$ cat config.mk
export PLATFORM = sky130hd
export DESIGN_NAME = life_expectancy_ax_accumulator
export DESIGN_NICKNAME = d
export VERILOG_FILES = /design/src/lea_pkg.sv /design/src/life_expectancy_ax_accumulator.sv
export SDC_FILE = /design/constraint.sdc
export NUM_CORES = 2
export LEC_CHECK = 0
export BUFFER_PORTS_ARGS = -buffer_cell sky130_fd_sc_hd__buf_2
export CORE_MARGIN = 5
export CORE_UTILIZATION = 44
export CTS_CLUSTER_SIZE = 8
export DETAILED_ROUTE_END_ITERATION = 10
export PLACE_DENSITY = 0.68
export SETUP_SLACK_MARGIN = 0.05
export SLEW_MARGIN = 20
export SYNTH_ARGS = -nofsm -noshare
export SYNTH_HDL_FRONTEND = slang
export SYNTH_SLANG_ARGS = --single-unit
$ cat constraint.sdc
create_clock -name clk -period 8.95 [get_ports clk]
set_input_delay 1.79 -clock clk [delete_from_list [all_inputs] [get_ports clk]]
set_output_delay 1.79 -clock clk [all_outputs]
set_load 0.01 [all_outputs]
$ cat src/lea_pkg.sv
// ----------------------------------------------------------------------------
// lea_pkg: life expectancy accumulator types and constants
// Request and result payloads, status codes, sequencer states and the
// fixed-point coefficients of the separation factors.
// ----------------------------------------------------------------------------
`default_nettype none
package lea_pkg;

    localparam int RATE_WIDTH = 32;

    typedef struct packed {
        logic signed [RATE_WIDTH-1:0] rate;
        logic                         rate_missing;
        logic                         rate_infinite;
        logic                         open_group;
    } item_t;

    typedef struct packed {
        logic [31:0] life_expectancy;
        logic [1:0]  row_status;
        logic        probability_clipped;
    } result_t;

    typedef enum logic [1:0] {
        STAT_OK,
        STAT_MISSING,
        STAT_NEGATIVE,
        STAT_SATURATED
    } status_t;

    typedef enum logic [3:0] {
        S_IDLE,
        S_FACTOR_MUL,
        S_FACTOR_DIV,
        S_AM_MUL,
        S_DEN_MUL,
        S_SURV_MUL,
        S_SURV_DIV,
        S_YEARS_MUL,
        S_OPEN_DIV,
        S_EMIT
    } state_t;

    localparam logic CFG_AGE_LAYOUT = 1'b0;
    localparam logic CFG_A0_METHOD  = 1'b1;

    localparam logic [1:0] METHOD_MID       = 2'd0;
    localparam logic [1:0] METHOD_CD_FEMALE = 2'd1;
    localparam logic [1:0] METHOD_CD_MALE   = 2'd2;

    localparam logic [31:0] ONE_Q30   = 32'd1 << 30;
    localparam logic [63:0] ONE_Q56   = 64'd1 << 56;
    localparam logic [31:0] YEARS_MAX = 32'hFFFF_FFFF;
    localparam logic [31:0] CLIP_RATE = 32'd107374183;
    localparam logic [31:0] A_FIVE    = 32'd5 << 27;
    localparam logic [31:0] A_MID0    = 32'd1 << 27;
    localparam logic [31:0] A_MID1    = 32'd2 << 28;
    localparam logic [31:0] KNEE      = 32'(((64'd107 << 28) + 64'd999) / 64'd1000);
    localparam logic [31:0] DIV_1000  = 32'd1000;

    localparam logic [31:0] A_F0_HIGH = 32'((64'd350 << 28) / 64'd1000);
    localparam logic [31:0] A_F1_HIGH = 32'((64'd1361 << 28) / 64'd1000);
    localparam logic [31:0] A_M0_HIGH = 32'((64'd330 << 28) / 64'd1000);
    localparam logic [31:0] A_M1_HIGH = 32'((64'd1352 << 28) / 64'd1000);

    localparam logic [39:0] CD_F0_BASE = 40'd53 << 28;
    localparam logic [39:0] CD_F1_BASE = 40'd1522 << 28;
    localparam logic [39:0] CD_M0_BASE = 40'd45 << 28;
    localparam logic [39:0] CD_M1_BASE = 40'd1651 << 28;

    typedef struct packed {
        logic [39:0] base;
        logic [11:0] slope;
        logic        sub;
        logic [31:0] a_high;
    } cd_coef_t;

    function automatic cd_coef_t cd_coef(input logic [1:0] method, input logic upper);
        cd_coef_t c;
        c = '{base: CD_F0_BASE, slope: 12'd2800, sub: 1'b0, a_high: A_F0_HIGH};
        if (method == METHOD_CD_MALE)
        begin
            if (upper)
                c = '{base: CD_M1_BASE, slope: 12'd2816, sub: 1'b1, a_high: A_M1_HIGH};
            else
                c = '{base: CD_M0_BASE, slope: 12'd2684, sub: 1'b0, a_high: A_M0_HIGH};
        end
        else if (upper)
        begin
            c = '{base: CD_F1_BASE, slope: 12'd1518, sub: 1'b1, a_high: A_F1_HIGH};
        end
        return c;
    endfunction

    function automatic logic [32:0] years_add(input logic [31:0] a, input logic [31:0] b);
        return {1'b0, a} + {1'b0, b};
    endfunction

endpackage
`default_nettype wire

$ cat src/life_expectancy_ax_accumulator.sv
// ----------------------------------------------------------------------------
// life_expectancy_ax_accumulator: abridged life table life expectancy
// Accumulates survivors and person-years over age-group rates and emits
// life expectancy, status and clip flag at the open group.
// ----------------------------------------------------------------------------
//  channel  | signals                              | role
//  item     | item_valid, item_ready, item         | one age-group rate request
//  result   | result_valid, result_ready, result   | one result per open group
//  cfg      | cfg_write, cfg_index, cfg_data       | register writes, no wait
//
//  One bit-serial unit (add-shift multiply, restoring divide) runs every pass.
//  Closed group: 5 passes; a*m reaching one skips survivor mul/div; CD low adds
//  factor mul/div. Open group: divide. Stopped, clipped, flagged items skip the unit.
//  A request is taken only in idle; a held result stalls only the open group emit.
//  Reset: asynchronous, clears row state and the result valid flag.
// ----------------------------------------------------------------------------
`default_nettype none
module life_expectancy_ax_accumulator
    import lea_pkg::*;
(
    input  wire logic    clk,
    input  wire logic    rst_n,
    input  wire logic    item_valid,
    output logic         item_ready,
    input  wire item_t   item,
    output logic         result_valid,
    input  wire logic    result_ready,
    output result_t      result,
    input  wire logic    cfg_write,
    input  wire logic    cfg_index,
    input  wire logic [1:0] cfg_data
);

    state_t      state_reg, state_next, launch;
    logic [63:0] acc_reg, acc_next, opa_reg, opa_next;
    logic [31:0] opb_reg, opb_next;
    logic [4:0]  cnt_reg, cnt_next;
    logic [31:0] s_reg, s_next, years_reg, years_next, first_reg, first_next;
    logic [1:0]  grp_reg, grp_next;
    logic        stop_reg, stop_next, clip_reg, clip_next;
    status_t     status_reg, status_next;
    logic        layout_reg, layout_next;
    logic [1:0]  method_reg, method_next;
    logic [31:0] m_reg, m_next, a_reg, a_next, sn_reg, sn_next;
    logic [2:0]  n_reg, n_next;
    logic [28:0] num_reg, num_next;
    logic [35:0] den_reg, den_next;
    logic        g1_reg, g1_next;
    logic        res_valid_reg, res_valid_next;
    result_t     res_reg, res_next;

    logic [RATE_WIDTH+15:0] rate_ext;
    logic [31:0] m, m0;
    logic        neg, inf, open_sat, clip_hit, cd_on, high, op_last, emit_fire;
    logic [1:0]  grp_eff;
    cd_coef_t    cd, cd_item;
    logic [63:0] prod, ysum;
    logic [36:0] div_t, div_d, div_r;
    logic        div_ge;
    logic [31:0] quo;
    logic [39:0] fnum;
    logic [33:0] s5;
    logic [32:0] nsn, ysat;

    // decode the request
    always_comb
    begin
        rate_ext = {item.rate, 16'b0};
        m        = rate_ext[RATE_WIDTH+15 -: 32];
        neg      = item.rate[RATE_WIDTH-1];
        inf      = item.rate_infinite;
        grp_eff  = layout_reg ? grp_reg : 2'd2;
        m0       = (grp_reg == 2'd0) ? m : first_reg;
        cd       = cd_coef(method_reg, grp_reg[0]);
        cd_on    = (method_reg == METHOD_CD_FEMALE) || (method_reg == METHOD_CD_MALE);
        high     = m0 >= KNEE;
        clip_hit = inf || (m >= CLIP_RATE);
        open_sat = {14'b0, s_reg[31:14]} >= m;
        if (stop_reg || item.rate_missing || (!inf && neg))
            launch = item.open_group ? S_EMIT : S_IDLE;
        else if (item.open_group)
            launch = (inf || open_sat) ? S_EMIT : S_OPEN_DIV;
        else if (grp_eff == 2'd2)
            launch = clip_hit ? S_IDLE : S_AM_MUL;
        else if (inf)
            launch = S_IDLE;
        else if (cd_on && !high)
            launch = S_FACTOR_MUL;
        else
            launch = S_AM_MUL;
    end

    // serial unit
    always_comb
    begin
        prod   = acc_reg + (opb_reg[0] ? opa_reg : 64'd0);
        div_t  = {acc_reg[35:0], opb_reg[31]};
        div_d  = {1'b0, opa_reg[35:0]};
        div_ge = div_t >= div_d;
        div_r  = div_ge ? div_t - div_d : div_t;
        quo    = {opb_reg[30:0], div_ge};
        cd_item = cd_coef(method_reg, g1_reg);
        fnum   = cd_item.sub ? cd_item.base - prod[39:0] : cd_item.base + prod[39:0];
        s5     = {s_reg, 2'b00} + {2'b00, s_reg};
        nsn    = (n_reg[0] ? {1'b0, sn_reg} : 33'd0) + (n_reg[2] ? {sn_reg[30:0], 2'b00} : 33'd0);
        ysum   = {3'b0, nsn, 28'b0} + prod;
    end

    // sequencer outputs
    always_comb
    begin
        item_ready = (state_reg == S_IDLE);
        op_last    = (cnt_reg == 5'd31);
        emit_fire  = (state_reg == S_EMIT) && (!res_valid_reg || result_ready);
    end

    // sequencer next state
    always_comb
    begin
        state_next = state_reg;
        case (state_reg)
            S_IDLE:       if (item_valid) state_next = launch;
            S_FACTOR_MUL: if (op_last) state_next = S_FACTOR_DIV;
            S_FACTOR_DIV: if (op_last) state_next = S_AM_MUL;
            S_AM_MUL:     if (op_last) state_next = S_DEN_MUL;
            S_DEN_MUL:    if (op_last) state_next = (num_reg == 29'd0) ? S_YEARS_MUL : S_SURV_MUL;
            S_SURV_MUL:   if (op_last) state_next = S_SURV_DIV;
            S_SURV_DIV:   if (op_last) state_next = S_YEARS_MUL;
            S_YEARS_MUL:  if (op_last) state_next = S_IDLE;
            S_OPEN_DIV:   if (op_last) state_next = S_EMIT;
            S_EMIT:       if (emit_fire) state_next = S_IDLE;
            default:      state_next = S_IDLE;
        endcase
    end

    // datapath
    always_comb
    begin
        acc_next = acc_reg; opa_next = opa_reg; opb_next = opb_reg;
        cnt_next = (state_reg == S_IDLE || state_reg == S_EMIT) ? 5'd0 : cnt_reg + 5'd1;
        s_next = s_reg; years_next = years_reg; first_next = first_reg; grp_next = grp_reg;
        stop_next = stop_reg; clip_next = clip_reg; status_next = status_reg;
        layout_next = layout_reg; method_next = method_reg;
        m_next = m_reg; a_next = a_reg; sn_next = sn_reg; n_next = n_reg;
        num_next = num_reg; den_next = den_reg; g1_next = g1_reg;
        res_next = res_reg;
        res_valid_next = res_valid_reg && !result_ready;
        ysat = 33'd0;

        if (cfg_write)
        begin
            case (cfg_index)
                CFG_AGE_LAYOUT: layout_next = cfg_data[0];
                CFG_A0_METHOD:  method_next = cfg_data;
                default:        method_next = method_reg;
            endcase
        end

        case (state_reg)
            S_IDLE:
            begin
                if (item_valid && !stop_reg)
                begin
                    m_next   = m;
                    acc_next = 64'd0;
                    if (item.rate_missing)
                    begin
                        if (status_reg == STAT_OK) status_next = STAT_MISSING;
                        stop_next = 1'b1;
                    end
                    else if (!inf && neg)
                    begin
                        if (status_reg == STAT_OK) status_next = STAT_NEGATIVE;
                        stop_next = 1'b1;
                    end
                    else if (item.open_group)
                    begin
                        if (inf || open_sat)
                        begin
                            if (!inf) years_next = YEARS_MAX;
                            if (status_reg == STAT_OK) status_next = STAT_SATURATED;
                        end
                        else
                        begin
                            acc_next = {46'b0, s_reg[31:14]};
                            opb_next = {s_reg[13:0], 18'b0};
                            opa_next = {32'b0, m};
                        end
                    end
                    else
                    begin
                        if (grp_reg == 2'd0) first_next = inf ? 32'd0 : m;
                        if (grp_reg != 2'd2) grp_next = grp_reg + 2'd1;
                        g1_next  = grp_reg[0];
                        n_next   = (grp_eff == 2'd2) ? 3'd5 : (grp_reg[0] ? 3'd4 : 3'd1);
                        opb_next = m;
                        if (grp_eff == 2'd2)
                        begin
                            a_next   = A_FIVE;
                            opa_next = {32'b0, A_FIVE};
                            if (clip_hit)
                            begin
                                ysat = years_add(years_reg, {9'b0, s5[33:11]});
                                years_next = ysat[32] ? YEARS_MAX : ysat[31:0];
                                if ((ysat[32] || inf) && status_reg == STAT_OK)
                                    status_next = STAT_SATURATED;
                                s_next    = 32'd0;
                                clip_next = 1'b1;
                                stop_next = 1'b1;
                            end
                        end
                        else if (inf)
                        begin
                            if (status_reg == STAT_OK) status_next = STAT_SATURATED;
                            stop_next = 1'b1;
                        end
                        else if (cd_on && !high)
                        begin
                            opa_next = {32'b0, m0};
                            opb_next = {20'b0, cd.slope};
                        end
                        else
                        begin
                            a_next   = cd_on ? cd.a_high : (grp_reg[0] ? A_MID1 : A_MID0);
                            opa_next = {32'b0, a_next};
                        end
                    end
                end
            end
            S_FACTOR_MUL, S_AM_MUL, S_DEN_MUL, S_SURV_MUL, S_YEARS_MUL:
            begin
                acc_next = prod;
                opa_next = {opa_reg[62:0], 1'b0};
                opb_next = {1'b0, opb_reg[31:1]};
                if (op_last)
                begin
                    acc_next = 64'd0;
                    case (state_reg)
                        S_FACTOR_MUL:
                        begin
                            acc_next = {56'b0, fnum[39:32]};
                            opb_next = fnum[31:0];
                            opa_next = {32'b0, DIV_1000};
                        end
                        S_AM_MUL:
                        begin
                            if (prod >= ONE_Q56)
                            begin
                                clip_next = 1'b1;
                                num_next  = 29'd0;
                            end
                            else
                            begin
                                num_next = 29'((ONE_Q56 - prod) >> 28);
                            end
                            opa_next = {32'b0, m_reg};
                            opb_next = {1'b0, n_reg, 28'b0} - a_reg;
                        end
                        S_DEN_MUL:
                        begin
                            den_next = 36'((ONE_Q56 + prod) >> 28);
                            if (num_reg == 29'd0)
                            begin
                                sn_next  = 32'd0;
                                opa_next = {32'b0, a_reg};
                                opb_next = s_reg;
                            end
                            else
                            begin
                                opa_next = {32'b0, s_reg};
                                opb_next = {3'b0, num_reg};
                            end
                        end
                        S_SURV_MUL:
                        begin
                            acc_next = {32'b0, prod[63:32]};
                            opb_next = prod[31:0];
                            opa_next = {28'b0, den_reg};
                        end
                        default:
                        begin
                            ysat = years_add(years_reg, {6'b0, ysum[63:38]});
                            years_next = ysat[32] ? YEARS_MAX : ysat[31:0];
                            if (ysat[32] && status_reg == STAT_OK) status_next = STAT_SATURATED;
                            s_next = sn_reg;
                        end
                    endcase
                end
            end
            S_FACTOR_DIV, S_SURV_DIV, S_OPEN_DIV:
            begin
                acc_next = {28'b0, div_r[35:0]};
                opb_next = quo;
                if (op_last)
                begin
                    acc_next = 64'd0;
                    case (state_reg)
                        S_FACTOR_DIV:
                        begin
                            a_next   = quo;
                            opa_next = {32'b0, quo};
                            opb_next = m_reg;
                        end
                        S_SURV_DIV:
                        begin
                            sn_next  = quo;
                            opa_next = {32'b0, a_reg};
                            opb_next = s_reg - quo;
                        end
                        default:
                        begin
                            ysat = years_add(years_reg, quo);
                            years_next = ysat[32] ? YEARS_MAX : ysat[31:0];
                            if (ysat[32] && status_reg == STAT_OK) status_next = STAT_SATURATED;
                        end
                    endcase
                end
            end
            S_EMIT:
            begin
                if (emit_fire)
                begin
                    res_valid_next = 1'b1;
                    res_next.life_expectancy =
                        (status_reg == STAT_MISSING || status_reg == STAT_NEGATIVE) ?
                        32'd0 : years_reg;
                    res_next.row_status = status_reg;
                    res_next.probability_clipped = clip_reg;
                    s_next = ONE_Q30; years_next = 32'd0; first_next = 32'd0;
                    grp_next = 2'd0; stop_next = 1'b0; status_next = STAT_OK;
                    clip_next = 1'b0;
                end
            end
            default:
            begin
                acc_next = acc_reg;
            end
        endcase
    end

    always_ff @(posedge clk or negedge rst_n)
    begin
        if (!rst_n)
        begin
            state_reg     <= S_IDLE;
            cnt_reg       <= 5'd0;
            s_reg         <= ONE_Q30;
            years_reg     <= 32'd0;
            first_reg     <= 32'd0;
            grp_reg       <= 2'd0;
            stop_reg      <= 1'b0;
            clip_reg      <= 1'b0;
            status_reg    <= STAT_OK;
            layout_reg    <= 1'b1;
            method_reg    <= METHOD_MID;
            res_valid_reg <= 1'b0;
        end
        else
        begin
            state_reg     <= state_next;
            cnt_reg       <= cnt_next;
            s_reg         <= s_next;
            years_reg     <= years_next;
            first_reg     <= first_next;
            grp_reg       <= grp_next;
            stop_reg      <= stop_next;
            clip_reg      <= clip_next;
            status_reg    <= status_next;
            layout_reg    <= layout_next;
            method_reg    <= method_next;
            res_valid_reg <= res_valid_next;
        end
    end

    always_ff @(posedge clk)
    begin
        acc_reg <= acc_next;
        opa_reg <= opa_next;
        opb_reg <= opb_next;
        m_reg   <= m_next;
        a_reg   <= a_next;
        sn_reg  <= sn_next;
        n_reg   <= n_next;
        num_reg <= num_next;
        den_reg <= den_next;
        g1_reg  <= g1_next;
        res_reg <= res_next;
    end

    assign result_valid = res_valid_reg;
    assign result       = res_reg;

    a_idle_count: assert property (@(posedge clk) disable iff (!rst_n)
        state_reg == S_IDLE |-> cnt_reg == 5'd0)
        else $error("serial counter not parked in idle");

    a_emit_clears: assert property (@(posedge clk) disable iff (!rst_n)
        emit_fire |=> (res_valid_reg && s_reg == ONE_Q30 && years_reg == 32'd0 &&
                       status_reg == STAT_OK))
        else $error("row state not cleared after emit");

    a_flag_zero: assert property (@(posedge clk) disable iff (!rst_n)
        res_valid_reg && (res_reg.row_status == STAT_MISSING ||
                          res_reg.row_status == STAT_NEGATIVE)
        |-> res_reg.life_expectancy == 32'd0)
        else $error("flagged row carries years");

    a_surv_drops: assert property (@(posedge clk) disable iff (!rst_n)
        (state_reg == S_YEARS_MUL && op_last) |-> sn_reg <= s_reg)
        else $error("survivor fraction grew");

    a_grp_range: assert property (@(posedge clk) disable iff (!rst_n)
        grp_reg != 2'd3)
        else $error("group index past saturation");

endmodule
`default_nettype wire

==> Yosys cells after proc, flatten, opt, wreduce, memory -nomap -nowiden <==
Index checks and enable logic that the tools add are counted.
{ "totals": {"ff_bits": 475, "output_inout_bits": 37, "wordCells": 340} }
{ "op_classes": {"n_mux": 170, "eq_ne": 64, "bitwise": 4, "addsub": 16, "reduce_logical": 56, "n_lt_le_gt_ge": 5} }
{ "ops": {"columns": ["operator", "n"], "rows": [
  ["2-to-1 mux 32 bit", 61],
  ["2-to-1 mux 64 bit", 12],
  ["case mux 64 bit (3 select lines)", 2],
  ["case mux 32 bit (2 select lines)", 5],
  ["case mux 32 bit (4 select lines)", 2],
  ["case mux 64 bit (4 select lines)", 1],
  ["case mux 32 bit (3 select lines)", 2],
  ["2-to-1 mux 84 bit", 2],
  ["case mux 64 bit (2 select lines)", 1],
  ["2-to-1 mux 45 bit", 2],
  ["2-to-1 mux 85 bit", 1],
  ["2-to-1 mux 18 bit", 4],
  ["2-to-1 mux 36 bit", 2],
  ["adder 57 x 64 -> 64 bit, first input constant", 1],
  ["adder 61 x 64 -> 64 bit", 1],
  ["adder 64 bit", 1],
  [">= comparator 64 x 57 -> 1 bit, second input constant", 1],
  ["2-to-1 mux 2 bit", 30],
  ["subtractor 57 bit, first input constant", 1],
  ["2-to-1 mux 4 bit", 13],
  ["inequality test 2 bit, second input constant", 26],
  ["2-to-1 mux 42 bit", 1],
  ["adder 40 bit", 1],
  ["2-to-1 mux 40 bit", 1],
  ["other kinds (69)", 141]
]} }

==> Depth between registers and ports, before layout <==
{ "depth": {"ltp_word": 13, "mapped_depth": 46, "ltp_nobuf": 42} }

==> Worst setup path before layout <==
OpenSTA, ideal clock, no wires.
{ "synth_path": {"path_kind": "input -> register", "from": "input item[3] (netlist bit)", "to": "register opa_reg[0] (enable)", "setup_ns": 0.601, "setup_slack_ns": -0.720, "arrival_ns": 9.068, "cell_stages": 15, "path_buffers": 0, "path_cell_list": "ha_1 > nand2b_1 > a21o_1 > a21o_1 > a21o_1 > a21o_1 > a21o_1 > a21o_1 > a21oi_1 > o211ai_1 > a2111oi_0 > nor2_1 > nor2_1 > o22ai_1 > a311oi_1"} }
{ "synth_between": {"elab_chain_len": 4} }
{ "synth_rtl": {"columns": ["element", "line_no", "rtl"], "rows": [
  ["start: declaration", "life_expectancy_ax_accumulator.sv:25", "input wire item_t item,"],
  [">= comparator 18 x 32 -> 1 bit", "life_expectancy_ax_accumulator.sv:78", "open_sat = {14'b0, s_reg[31:14]} >= m;"],
  ["logical OR 1 bit", "life_expectancy_ax_accumulator.sv:178", "if (inf || open_sat)"],
  ["inequality test 3 bit (no line)", null, null],
  ["AND reduction 8 bit (no line)", null, null],
  ["end signal: assignment", "life_expectancy_ax_accumulator.sv:378", "opa_reg <= opa_next;"],
  ["end: declaration", "life_expectancy_ax_accumulator.sv:35", "logic [63:0] acc_reg, acc_next, opa_reg, opa_next;"]
]} }
No other way between the ends.
A chain may end at the register's enable or synchronous reset.

==> Worst setup path after layout <==
{ "layout_path": {"from": "register opb_reg[0]", "to": "register years_reg[26]"} }
{ "layout_between": {"elab_chain_len": 8} }
{ "layout_rtl": {"columns": ["element", "line_no", "rtl"], "rows": [
  ["start: declaration", "life_expectancy_ax_accumulator.sv:36", "logic [31:0] opb_reg, opb_next;"],
  ["start signal: assignment", "life_expectancy_ax_accumulator.sv:379", "opb_reg <= opb_next;"],
  ["2-to-1 mux 64 bit", "life_expectancy_ax_accumulator.sv:96", "prod = acc_reg + (opb_reg[0] ? opa_reg : 64'd0);"],
  ["adder 64 bit", "life_expectancy_ax_accumulator.sv:96", null],
  ["named net prod[36]", "life_expectancy_ax_accumulator.sv:57", "logic [63:0] prod, ysum;"],
  ["adder 61 x 64 -> 64 bit", "life_expectancy_ax_accumulator.sv:106", "ysum = {3'b0, nsn, 28'b0} + prod;"],
  ["adder 32 x 26 -> 33 bit", "lea_pkg.sv:96", "return {1'b0, a} + {1'b0, b};"],
  ["2-to-1 mux 32 bit", "life_expectancy_ax_accumulator.sv:283", "years_next = ysat[32] ? YEARS_MAX : ysat[31:0];"],
  ["2-to-1 mux 32 bit", "life_expectancy_ax_accumulator.sv:238", "case (state_reg)"],
  ["2-to-1 mux 32 bit", "life_expectancy_ax_accumulator.sv:235", "if (op_last)"],
  ["case mux 32 bit (4 select lines)", "life_expectancy_ax_accumulator.sv:159", "case (state_reg)"],
  ["end signal: assignment", "life_expectancy_ax_accumulator.sv:363", "years_reg <= years_next;"],
  ["end: declaration", "life_expectancy_ax_accumulator.sv:38", "logic [31:0] s_reg, s_next, years_reg, years_next, first_reg, first_next;"]
]} }
The timed path passes the listed nets, and every way through them passes these cells. The select of a mux whose other input is x is not followed.

==> flow_summary.ini <==
[timing]
hold_viol = 0
tightest_slew_ns = 1.26
rsz0062_at_grt = yes
finClkSkew_ns = 0.0483
fin_crit_sh = 0.977
setup_tns_ns = 0
final_max_slew_viol_count = 0
period_minus_slack_ns = 8.75
maxSlewHeadroom = 0.158
final-setup-viol-count = 0
fmax_mhz = 114
timing.final.ws_setup_ns = 0.205

[floorplan]
initial_utilization = 0.443
io_pins = 80
core-area_sq_um = 96600
die_area_sq_um = 103000
die_h_um = 322
rows = 114
die_x_um = 322

[cts]
cts_buffer_depth = 3
path_clk_slew_ns = 0.06
cts_buffers = 71
ctsHoldBuffers = 0
cts.htree.levels = 3
cts.sinks = 474
cts_tree = done
clk_latency_ns = 0.68
root_buffer = clkbuf_16

[placed_design]
place_area_sq_um = 46600
place_ws_ns = -0.315
dp_hpwl_um = 140000
io_buffer_count = 79
placedCellCount = 6495
place.gp.congestion = 1.06

[logic_synthesis]
synth_cell_type_count = 110
netlist_area_sq_um = 42700
synth_top_family_by_area = compound AO/OA/AOI/OAI gates
ys_ff_latch = 474
seq_area_frac_synth = 0.320
netlist_instances = 5054
synth.avg_cell_area_sq_um = 8.46
synth_enable_flop_cells = 359
synth-xor-area-share = 0.0718
synth_mux_area_frac = 0.0168
synthFlopType = edfxtp_1
synth_compound_area_frac = 0.244
synthArstFlopShare = 0.243
yosysWarnings = 0
synth_nets = 5455
yosys.area_share.simple = 0.200
synth-adder-area-share = 0.106

[layout]
fin_cells = 6660
area_growth_pct = 16.4
final_nets = 5725
design_area_sq_um = 49800
drive_gt1_frac = 0.145

[setup_path]
slowest_stage = or4b_4
path_buf_inv = 8
ff2ff_setup_slack_ns = 0.20
arrival_ns = 9.30
cp-end-kind = flop
critPathKind = reg -> reg
crit_family = compound AO/OA/AOI/OAI gates
cp.required_ns = 9.51
worst-path-max-fanout = 5
startpoint_type = flop
cpPeakStageDelay_ns = 0.57
cpMostUsedCell = buf_4

[min_path]
hp-class = reg -> reg

[global_route]
grt_pass1_vias = 39700
grt_pass1_wl_um = 268000
grt_max_degree = 60
grt.total_usage = 0.345
grt_overflow_total = 0
grt_antenna_before_repair = 10

[detailed_routing]
dr_total_vias = 43800
wirelength_um = 189000
vias_per_cell = 6.58
drc = 0
drtIter0Drc = 6294
postRouteAntennaNets = 0
avgRoutedWirePerCell_um = 28.4
drtPass1Iterations = 10

[outcome]
status = complete, no violations

[job]
drv_cap = 0
==> routing by layer <==
| layer | GRT usage | share of wire |
|---|---|---|
| met4 | 0.200 | 0.074 |
| met5 | 0 | 0.00055 |
| met2 | 0.486 | 0.40 |
| met1 | 0.455 | 0.39 |
| met3 | 0.127 | 0.14 |
==> cell usage in the layout (no fill, tap or decap), types with 37 or more instances in the layout <==
master       n
a21oi_1    391
o221ai_1    57
o21a_1      37
nand2_1    419
buf_4      357
and2_1     162
nand2b_1    52
edfxtp_1   359
a211oi_1    37
nor2_1     446
xnor2_1    236
buf_2       78
o21ai_0    352
and3_1      52
inv_1      216
nor3_1      98
a21o_1     112
mux2i_1     39
xor2_1      97
ha_1       341
nand3_1    166
a22oi_1     49
clkbuf_1    44
a221oi_1    46
o211ai_1    55
or3_1       47
a31oi_1     73
clkbuf_16   73
dfrtp_1    113
nor2b_1     72
==> stage by stage <==
step	hold slack (ns)	utilization
3_5_place_dp	0.456	0.482
2_1_floorplan	0.426	-
4_1_cts	0.463	0.506
5_1_grt	0.481	0.515
3_3_place_gp	0.448	0.482
6_report	0.461	0.515
==> area by class of cell <==
type	count	area, sq um
Sequential cell	474	13700
Clock buffer	116	1960
Fill cell	9051	46800
Tap cell	1276	1600
Inverter	220	833
Multi-Input combinational cell	4110	28200
Timing Repair Buffer	447	3270
Clock inverter	10	203
Antenna cell	7	17.5
==> cells by family (layout without fill, tap and decap cells) <==
| family | after synthesis | in the layout |
|---|---|---|
| xor+xnor | 347 | 347 |
| simple gates | 1742 | 1742 |
| compound gates | 1595 | 1595 |
| flops | 474 | 474 |
| buf+inv | 470 | 793 |
| other cells | 0 | 7 |
| fa+ha+maj | 358 | 358 |
| mux | 68 | 68 |
==> cell usage after synthesis, drive strengths merged, types with 22 or more instances <==
cell,n,area share
a211oi,48,0.0090
a21boi,23,0.0041
a21o,112,0.020
a21oi,416,0.049
a221oi,47,0.0096
a222oi,31,0.0073
a22oi,49,0.0086
a31oi,81,0.012
and2,162,0.024
and3,55,0.0080
buf,35,0.0036
clkbuf,215,0.019
dfrtp,113,0.066
edfxtp,359,0.25
ha,351,0.10
inv,220,0.019
mux2,29,0.0076
mux2i,39,0.0091
nand2,421,0.037
nand2b,52,0.0076
nand3,167,0.020
nand4,35,0.0054
nor2,470,0.041
nor2b,76,0.011
nor3,112,0.014
nor3b,22,0.0039
nor4,35,0.0057
o211ai,58,0.011
o21a,40,0.0073
o21ai,382,0.045
o21bai,28,0.0049
o221ai,57,0.012
o22ai,35,0.0051
o31ai,22,0.0039
or2,29,0.0042
or3,49,0.0072
xnor2,246,0.051
xor2,100,0.021
==> worst paths after layout <==
path | startpoint | endpoint | depth (start not counted)
hold / removal | cnt_reg[0]$_DFF_PN0_ | cnt_reg[0]$_DFF_PN0_ | 1
setup / recovery | opb_reg[0]$_DFFE_PP_ | years_reg[26]$_DFFE_PN0P_ | 44
setup reg to reg | opb_reg[0]$_DFFE_PP_ | years_reg[26]$_DFFE_PN0P_ | 44
min in group asynchronous | rst_n | s_reg[14]$_DFFE_PN0P_ | 1
max in group asynchronous | rst_n | years_reg[0]$_DFFE_PN0P_ | 2
hold reg to reg | cnt_reg[0]$_DFF_PN0_ | cnt_reg[0]$_DFF_PN0_ | 1
==> repair_timing <==
| item | CTS | global route |
|---|---|---|
| pin swaps | 5 | 88 |
| setup endpoints to repair | 34 | 38 |
| gates resized for setup | 24 | 135 |
| gates cloned | 0 | 3 |
| setup buffers | 2 | 27 |
Power is left out: the tool's default activity adds up to more than one toggle a clock period on the data nets, which glitch-free logic cannot reach.
